`src/swa_pkg.sv`:
```
// ----------------------------------------------------------------------------
// swa_pkg: shared types and constants of the sliding-window average core
// Field widths, reset values and the command and status groups that pass
// between the controller and the datapath.
// ----------------------------------------------------------------------------
package swa_pkg;

  localparam int SAMPLE_W  = 16;
  localparam int AVG_W     = 24;
  localparam int WLEN_W    = 9;
  localparam int FRAC_W    = 8;
  localparam int DEPTH_DEF = 256;

  localparam logic [WLEN_W-1:0] WLEN_RST = 9'd256;

  // Commands from the controller to the datapath, at most one per cycle.
  typedef struct packed {
    logic accept;  // latch the sample and read the oldest entry
    logic update;  // write the ring, update sum, count and write slot
    logic load;    // load the divider with |sum| * 256
    logic step;    // one restoring division step
    logic finish;  // load the output register
  } swa_cmd_t;

  typedef struct packed {
    logic div_last;  // the current division step is the last one
  } swa_sts_t;

endpackage

```
`src/sliding_window_average_core.sv`:
```
// ----------------------------------------------------------------------------
// sliding_window_average_core: moving average over a configurable window
// Top level joining the sequencing controller and the window datapath.
// ----------------------------------------------------------------------------
// Usage notes:
// Each request on the in_ stream carries one signed 16-bit sample. The core
// keeps the most recent samples, up to the configured window length, and
// after each push returns one result on the out_ stream: the mean of the held
// samples in signed Q15.8, truncated toward zero, with tuser set once the
// window is full. The mean is reported before the window fills as well.
// The cfg_ channel writes the window length (1 to 256 for the default ring;
// zero acts as one, larger values saturate to the ring size). A write clears
// the window and must only happen while the core is idle. cfg_ready is high.
// A request is accepted only once the previous one has left the restoring
// divider, which produces one quotient bit per cycle over SUM_W + 8 bits.
// A finished result sits in an output register, so the next sample is
// accepted while it waits. If the receiver stalls, the following result is
// held inside until the register frees, and in_tready stays low.
// Reset empties the window and sets the window length to 256.
module sliding_window_average_core #(
  parameter int DEPTH = swa_pkg::DEPTH_DEF
) (
  input  logic                         clk,
  input  logic                         rst_n,
  // Configuration write channel, data is the window length.
  input  logic                         cfg_valid,
  output logic                         cfg_ready,
  input  logic [swa_pkg::WLEN_W-1:0]   cfg_data,
  // Sample stream. tdata: sample [15:0].
  input  logic                         in_tvalid,
  output logic                         in_tready,
  input  logic [swa_pkg::SAMPLE_W-1:0] in_tdata,
  // Result stream. tdata: average [23:0]. tuser: window_full [0].
  output logic                         out_tvalid,
  input  logic                         out_tready,
  output logic [swa_pkg::AVG_W-1:0]    out_tdata,
  output logic [0:0]                   out_tuser
);
  import swa_pkg::*;

  swa_cmd_t cmd;
  swa_sts_t sts;
  logic     cfg_we;
  logic     full;

  // Writes must only be issued while idle; the block does not enforce this, and cfg_ready is tied high.
  assign cfg_ready = 1'b1;
  assign cfg_we    = cfg_valid && cfg_ready;
  assign out_tuser = full;

  swa_ctrl u_ctrl (
    .clk        (clk),
    .rst_n      (rst_n),
    .in_tvalid  (in_tvalid),
    .in_tready  (in_tready),
    .out_tvalid (out_tvalid),
    .out_tready (out_tready),
    .sts        (sts),
    .cmd        (cmd)
  );

  swa_dpath #(
    .DEPTH (DEPTH)
  ) u_dpath (
    .clk         (clk),
    .rst_n       (rst_n),
    .cfg_we      (cfg_we),
    .cfg_wlen    (cfg_data),
    .sample      (in_tdata),
    .cmd         (cmd),
    .sts         (sts),
    .average     (out_tdata),
    .window_full (full)
  );

endmodule

```
`src/swa_ctrl.sv`:
```
// ----------------------------------------------------------------------------
// swa_ctrl: sequencing state machine
// Walks each request through accept, update, divider load, division steps
// and result hand-off, and owns the valid flag of the output register.
// ----------------------------------------------------------------------------
module swa_ctrl (
  input  logic              clk,
  input  logic              rst_n,
  input  logic              in_tvalid,
  output logic              in_tready,
  output logic              out_tvalid,
  input  logic              out_tready,
  input  swa_pkg::swa_sts_t sts,
  output swa_pkg::swa_cmd_t cmd
);
  import swa_pkg::*;

  typedef enum logic [4:0] {
    ST_IDLE = 5'b00001,
    ST_UPD  = 5'b00010,
    ST_LOAD = 5'b00100,
    ST_DIV  = 5'b01000,
    ST_DONE = 5'b10000
  } state_t;

  state_t state_r, state_nxt;
  logic   out_valid_r, out_valid_nxt;

  assign in_tready  = (state_r == ST_IDLE);
  assign out_tvalid = out_valid_r;

  always_comb begin
    state_nxt     = state_r;
    out_valid_nxt = out_valid_r;
    cmd           = '0;
    if (out_valid_r && out_tready) begin
      out_valid_nxt = 1'b0;
    end
    case (state_r)
      ST_IDLE: begin
        if (in_tvalid) begin
          cmd.accept = 1'b1;
          state_nxt  = ST_UPD;
        end
      end
      ST_UPD: begin
        cmd.update = 1'b1;
        state_nxt  = ST_LOAD;
      end
      ST_LOAD: begin
        cmd.load  = 1'b1;
        state_nxt = ST_DIV;
      end
      ST_DIV: begin
        cmd.step = 1'b1;
        if (sts.div_last) begin
          state_nxt = ST_DONE;
        end
      end
      ST_DONE: begin
        // The previous result must be gone or leaving before this one lands.
        if (!out_valid_r || out_tready) begin
          cmd.finish    = 1'b1;
          out_valid_nxt = 1'b1;
          state_nxt     = ST_IDLE;
        end
      end
      default: begin
        state_nxt = ST_IDLE;
      end
    endcase
  end

  always_ff @(posedge clk) begin
    if (!rst_n) begin
      state_r     <= ST_IDLE;
      out_valid_r <= 1'b0;
    end else begin
      state_r     <= state_nxt;
      out_valid_r <= out_valid_nxt;
    end
  end

  a_finish_slot_free: assert property (@(posedge clk) disable iff (!rst_n)
    cmd.finish |-> (!out_valid_r || out_tready))
    else $error("result loaded over a result not yet taken");

  a_finish_sets_valid: assert property (@(posedge clk) disable iff (!rst_n)
    cmd.finish |=> out_valid_r)
    else $error("loaded result not presented");

  a_step_follows_load: assert property (@(posedge clk) disable iff (!rst_n)
    cmd.load |=> cmd.step)
    else $error("divider loaded but not stepped");

endmodule

```
`src/swa_dpath.sv`:
```
// ----------------------------------------------------------------------------
// swa_dpath: sample ring, running sum, count and restoring divider
// Holds the window state and the window length register, and computes
// sum * 256 / count one quotient bit per cycle.
// ----------------------------------------------------------------------------
module swa_dpath #(
  parameter int DEPTH = swa_pkg::DEPTH_DEF
) (
  input  logic                          clk,
  input  logic                          rst_n,
  input  logic                          cfg_we,
  input  logic [swa_pkg::WLEN_W-1:0]    cfg_wlen,
  input  logic [swa_pkg::SAMPLE_W-1:0]  sample,
  input  swa_pkg::swa_cmd_t             cmd,
  output swa_pkg::swa_sts_t             sts,
  output logic [swa_pkg::AVG_W-1:0]     average,
  output logic                          window_full
);
  import swa_pkg::*;

  localparam int AW     = (DEPTH > 1) ? $clog2(DEPTH) : 1;
  localparam int CNT_W  = $clog2(DEPTH + 1);
  localparam int SUM_W  = SAMPLE_W + $clog2(DEPTH);
  localparam int D_W    = SUM_W + FRAC_W;
  localparam int STEP_W = $clog2(D_W);

  logic signed [SAMPLE_W-1:0] ring_mem [DEPTH];

  logic [WLEN_W-1:0]          wlen_r;
  logic [AW-1:0]              ws_r;
  logic [CNT_W-1:0]           cnt_r, cnt_nxt;
  logic signed [SUM_W-1:0]    sum_r, sum_nxt;
  logic signed [SAMPLE_W-1:0] samp_r, rd_r;
  logic                       drop_r, full_r, neg_r;
  logic [D_W-1:0]             dvd_r;
  logic [CNT_W-1:0]           rem_r;
  logic [STEP_W-1:0]          step_r;
  logic [AVG_W-1:0]           avg_r;
  logic                       full_out_r;

  logic [CNT_W-1:0] len;
  logic             drop;
  logic [CNT_W:0]   old_tmp;
  logic [AW-1:0]    old_addr;
  logic [SUM_W-1:0] mag;
  logic [CNT_W:0]   rem_sh;
  logic             ge;
  logic [AVG_W-1:0] quo;

  // Window length of zero acts as one, lengths above the ring size saturate.
  always_comb begin
    if (wlen_r == '0) begin
      len = CNT_W'(1);
    end else if (32'(wlen_r) > DEPTH) begin
      len = CNT_W'(DEPTH);
    end else begin
      len = CNT_W'(wlen_r);
    end
  end

  assign drop = (cnt_r >= len);

  // Oldest slot is write_slot - count, modulo the ring size.
  always_comb begin
    old_tmp = (CNT_W + 1)'(ws_r) + (CNT_W + 1)'(DEPTH) - (CNT_W + 1)'(cnt_r);
    if (old_tmp >= (CNT_W + 1)'(DEPTH)) begin
      old_tmp = old_tmp - (CNT_W + 1)'(DEPTH);
    end
    old_addr = old_tmp[AW-1:0];
  end

  assign sum_nxt = sum_r + SUM_W'(samp_r) - (drop_r ? SUM_W'(rd_r) : '0);
  assign cnt_nxt = drop_r ? cnt_r : cnt_r + CNT_W'(1);
  assign mag     = sum_r[SUM_W-1] ? SUM_W'(-sum_r) : SUM_W'(sum_r);

  assign rem_sh = {rem_r, dvd_r[D_W-1]};
  assign ge     = (rem_sh >= {1'b0, cnt_r});
  assign quo    = dvd_r[AVG_W-1:0];

  assign sts.div_last = (step_r == '0);
  assign average      = avg_r;
  assign window_full  = full_out_r;

  // Ring storage: one write port, one registered read port.
  always_ff @(posedge clk) begin
    if (cmd.update) begin
      ring_mem[ws_r] <= samp_r;
    end
    if (cmd.accept) begin
      rd_r <= ring_mem[old_addr];
    end
  end

  always_ff @(posedge clk) begin
    if (!rst_n) begin
      wlen_r <= WLEN_RST;
      ws_r   <= '0;
      cnt_r  <= '0;
      sum_r  <= '0;
    end else if (cfg_we) begin
      wlen_r <= cfg_wlen;
      ws_r   <= '0;
      cnt_r  <= '0;
      sum_r  <= '0;
    end else if (cmd.update) begin
      ws_r  <= (32'(ws_r) == DEPTH - 1) ? '0 : ws_r + AW'(1);
      cnt_r <= cnt_nxt;
      sum_r <= sum_nxt;
    end
  end

  always_ff @(posedge clk) begin
    if (cmd.accept) begin
      samp_r <= sample;
      drop_r <= drop;
    end
    if (cmd.update) begin
      full_r <= (cnt_nxt == len);
    end
    if (cmd.load) begin
      neg_r  <= sum_r[SUM_W-1];
      dvd_r  <= {mag, {FRAC_W{1'b0}}};
      rem_r  <= '0;
      step_r <= STEP_W'(D_W - 1);
    end else if (cmd.step) begin
      dvd_r  <= {dvd_r[D_W-2:0], ge};
      rem_r  <= ge ? CNT_W'(rem_sh - {1'b0, cnt_r}) : rem_sh[CNT_W-1:0];
      step_r <= step_r - STEP_W'(1);
    end
    if (cmd.finish) begin
      avg_r      <= neg_r ? -quo : quo;
      full_out_r <= full_r;
    end
  end

  a_cnt_bound: assert property (@(posedge clk) disable iff (!rst_n)
    32'(cnt_r) <= DEPTH)
    else $error("held count above ring size");

  a_cnt_len: assert property (@(posedge clk) disable iff (!rst_n)
    cmd.accept |-> (cnt_r <= len))
    else $error("held count above window length");

  a_div_nonzero: assert property (@(posedge clk) disable iff (!rst_n)
    cmd.step |-> (cnt_r != '0))
    else $error("division by an empty window");

endmodule
```
`config.mk`:
```
export PLATFORM = sky130hd
export DESIGN_NAME = sliding_window_average_core
export DESIGN_NICKNAME = d
export VERILOG_FILES = /design/src/swa_pkg.sv /design/src/sliding_window_average_core.sv /design/src/swa_ctrl.sv /design/src/swa_dpath.sv
export SDC_FILE = /design/constraint.sdc
export NUM_CORES = 2
export LEC_CHECK = 0
export BUFFER_PORTS_ARGS = -buffer_cell sky130_fd_sc_hd__buf_2
export CAP_MARGIN = 20
export CORE_ASPECT_RATIO = 1.25
export CORE_MARGIN = 3
export CORE_UTILIZATION = 50
export CTS_CLUSTER_DIAMETER = 60
export DETAILED_ROUTE_END_ITERATION = 10
export GPL_TIMING_DRIVEN = 0
export PLACE_DENSITY = 0.7
export REMOVE_ABC_BUFFERS = 1
export SLEW_MARGIN = 20
export SYNTH_ARGS = -nofsm -noshare
export SYNTH_HDL_FRONTEND = slang
export SYNTH_SLANG_ARGS = --single-unit
```
`constraint.sdc`:
```
create_clock -name clk -period 21.9 [get_ports clk]
set_input_delay 2.19 -clock clk [delete_from_list [all_inputs] [get_ports clk]]
set_output_delay 2.19 -clock clk [all_outputs]
set_load 0.01 [all_outputs]
```
==> impl_metrics.env <==
export IMPL_slew_violations=0
export IMPL_core_area_um2=332000
export IMPL_p_sw_frac=0.222
export IMPL_drv_cap=0
export IMPL_fmax_mhz=154
export IMPL_regArea_um2=127000
export IMPL_ant_nets=0
export IMPL_cts_path_max_buffers=4
export IMPL_r2r_slack_ns=15.39
export IMPL_gp_congestion=0.835
export IMPL_cp_data_required_time_ns=22.47
export IMPL_postCtsSetupRepairBufs=0
export IMPL_cts_buffers=381
export IMPL_dp_hpwl_um=281000
export IMPL_syn_area_per_cell_um2=21.5
export IMPL_cts_root_buf="clkbuf_16"
export IMPL_syn2layout_area_growth_pct=15.6
export IMPL_status="finished clean"
export IMPL_grt_max_degree=62
export IMPL_ys_warn_count=0
export IMPL_endpoint_kind="flip-flop"
export IMPL_die_w_um=523
export IMPL_synth_edff_count=4180
export IMPL_cts_sinks=4258
export IMPL_skew_ns=0.0422
export IMPL_cts_max_level=5
export IMPL_synth_area_leaders="edfxtp_1 75%, mux4_2 16%, nand2_1 1.0%"
export IMPL_synth_cell_types=81
export IMPL_grt_busiest_layer="met2"
export IMPL_yosysTopAreaCell="edfxtp_1"
export IMPL_p_sw_w=0.00381
export IMPL_fin_crit_sh=0.297
export IMPL_synth_ff_type="edfxtp_1"
export IMPL_pwr_share_comb=0.082
export IMPL_multi_input_area_um2=38900
export IMPL_critical_path_max_fanout=36
export IMPL_die_h_um=653
export IMPL_rows=236
export IMPL_power_w=0.0172
export IMPL_numPlacedInstances=12400
export IMPL_grt_use_met1=0.335
export IMPL_synthCells=7792
export IMPL_worstPathCellList="inv_1, ha_4, inv_1, fa_4, a211o_1, a21oi_2, or2_4, buf_16, buf_12, buf_16, mux2i_1, mux4_2, a22oi_1, o211ai_1, nor3_1"
export IMPL_grt_pass1_vias=84100
export IMPL_postCtsHoldBufs=0
export IMPL_nFillCells=22900
export IMPL_start_util=0.504
export IMPL_die_area_um2=342000
export IMPL_clk_pin_slew_ns=0.06
export IMPL_cts_resized=0
export IMPL_clock_latency_ns=0.92
export IMPL_vias_per_cell=6.35
export IMPL_io_buffers=56
export IMPL_ys_ff_latch=4258
export IMPL_clkPwrFrac=0.385
export IMPL_vias=83000
export IMPL_synth_top_area_frac=0.750
export IMPL_antenna_found_initial=15
export IMPL_intPower_w=0.0134
export IMPL_min_path_type="reg -> reg"
export IMPL_p_seq_frac=0.532
export IMPL_fin_crit_ns=6.51
export IMPL_pre_cts_ws_ns=15.43
export IMPL_drt_wirelength_per_cell_um=32.2
export IMPL_hold_viol=0
export IMPL_io_pins=58
export IMPL_ir_drop_v=0.0000691
export IMPL_rsz0062_at_grt="false"
export IMPL_cts_tree="yes"
export IMPL_drive_gt1_frac=0.305
export IMPL_power_density_nw_per_um2=88.9
export IMPL_wirelength_um=422000
export IMPL_final_util=0.583
export IMPL_arrival_ns=7.08
export IMPL_synth_area_um2=167000
export IMPL_drt_initial_drc_count=11100
export IMPL_drc=0
export IMPL_grt_pass1_wl_um=610000
export IMPL_met3_usage=0.0429
export IMPL_ys_seq_area_frac=0.760
export IMPL_crit_path_start_kind="flip-flop"
export IMPL_setup_ws_ns=15.39
export IMPL_tightest_slew_ns=1.25
export IMPL_async_flop_share=0
export IMPL_leakage_nw=61.7
export IMPL_grt_overflow_total=0
export IMPL_worstSetupPathType="reg -> reg"
export IMPL_setup_violations=0
export IMPL_grt_usage=0.247
export IMPL_final_cells=13100
export IMPL_cpMaxStageDelayCell="nor3_1"
export IMPL_first_pass_iters=6
export IMPL_slew_headroom=0.166
export IMPL_nets=8473
export IMPL_grt_util_met2=0.397
export IMPL_slowest_delay_ns=0.83
==> flip-flops by register name (all words and copies together), names as in the netlist <==
register	count
u_dpath.ws_r	8
u_dpath.average	24
u_dpath.dvd_r	32
u_dpath.cnt_r	9
u_ctrl.out_tvalid	1
u_dpath.neg_r	1
u_dpath.rd_r	16
u_dpath.window_full	1
u_dpath.sum_r	24
u_dpath.wlen_r	9
u_dpath.ring_mem	4096
u_ctrl.state_r	5
u_dpath.full_r	1
u_dpath.step_r	5
u_dpath.rem_r	9
u_dpath.samp_r	16
u_dpath.drop_r	1
==> worst max-delay path, delay by kind of cell (launching register included) <==
kind	cells	cell delay (ns)
compound gates	4	1.68
simple gates	2	1.43
buf+inv	5	1.08
mux	2	0.75
fa+ha+maj	2	0.67
flops	1	0.41
==> cell families (layout without fill, tap and decap cells) <==
| family | count (synthesis) | in the layout | share of synthesized area |
|---|---|---|---|
| mux | 1319 | 1319 | 0.167 |
| other cells | 1 | 6 | 0.0000224 |
| compound gates | 399 | 399 | 0.0163 |
| xor+xnor | 95 | 95 | 0.00502 |
| flops | 4258 | 4258 | 0.760 |
| buf+inv | 529 | 1401 | 0.0161 |
| simple gates | 1108 | 1108 | 0.0287 |
| fa+ha+maj | 83 | 83 | 0.00733 |
==> cell usage after synthesis (18+ instances only) <==
library cell  instances
edfxtp_1           4180
mux4_2             1176
nand2_1             452
nor2_1              348
clkbuf_1            171
mux2i_1             133
nand3_1             133
inv_1               116
buf_2               107
o21ai_0             100
buf_4                92
dfxtp_1              78
xnor2_1              71
a21oi_1              60
ha_1                 58
a31oi_1              35
a32oi_1              35
fa_1                 25
nor2b_1              24
xor2_1               23
and2_1               22
buf_1                22
nor3_1               22
and3_1               21
a21o_1               20
nor4_1               18
o2111ai_1            18
==> per-layer routing <==
layer  vias up  wire, µm
met5         -        24
met4         4     22300
met3       803     37800
met2      4527    207000
met1     44100    155000
li1      33500         -
==> area by class of cell <==
cell class                 instances  area share
sequential                      4258       0.657
multi-input combinational       3005       0.201
clock buffer                     453      0.0514
timing repair buffer             598      0.0478
tap                             4403      0.0285
clock inverter                   234      0.0117
inverter                         116     0.00226
antenna                            5   0.0000647
==> path summary, 6_finish.rpt <==
check / from / endpoint / cells past startpoint
worst max register to register: u_dpath.ws_r[0] / u_dpath.rd_r[2] / 15
worst max-delay path: u_dpath.ws_r[0] / u_dpath.rd_r[2] / 15
worst min register to register: u_dpath.dvd_r[0] / u_dpath.average[0] / 0
worst min-delay path: u_dpath.dvd_r[0] / u_dpath.average[0] / 0
==> cells in the final DEF (no fill, tap or decap), types with 77 or more instances in the layout <==
master and n:
edfxtp_1 4180, mux4_2 1176, nand2_1 444, clkbuf_16 387, buf_8 278, nor2_2 185
mux2i_1 132, nand3_1 119, buf_6 118, inv_1 115, o21ai_0 100, buf_16 94
nor2_1 88, clkinv_1 80, dfxtp_1 78, nor2_4 77
==> power by group through the flow <==
stage	logic, W	registers (W)	clock network (W)
floorplan	0.00138	0.00950	0
global placement	0.00207	0.00972	0
detailed placement	0.00140	0.00932	0
CTS	0.00141	0.00915	0.00670
global route	0.00149	0.00915	0.00700
finish	0.00142	0.00915	0.00663
==> through the flow <==
step	instance area (µm²)	hold WS, ns	TNS, ns
2_1_floorplan	165000	0.400	-310.34
3_3_place_gp	171000	0.425	-627.03
3_5_place_dp	181000	0.428	0
4_1_cts	193000	0.444	0
5_1_grt	193000	0.454	0
6_report	193000	0.444	0
Power figures use the tool's default switching activity.
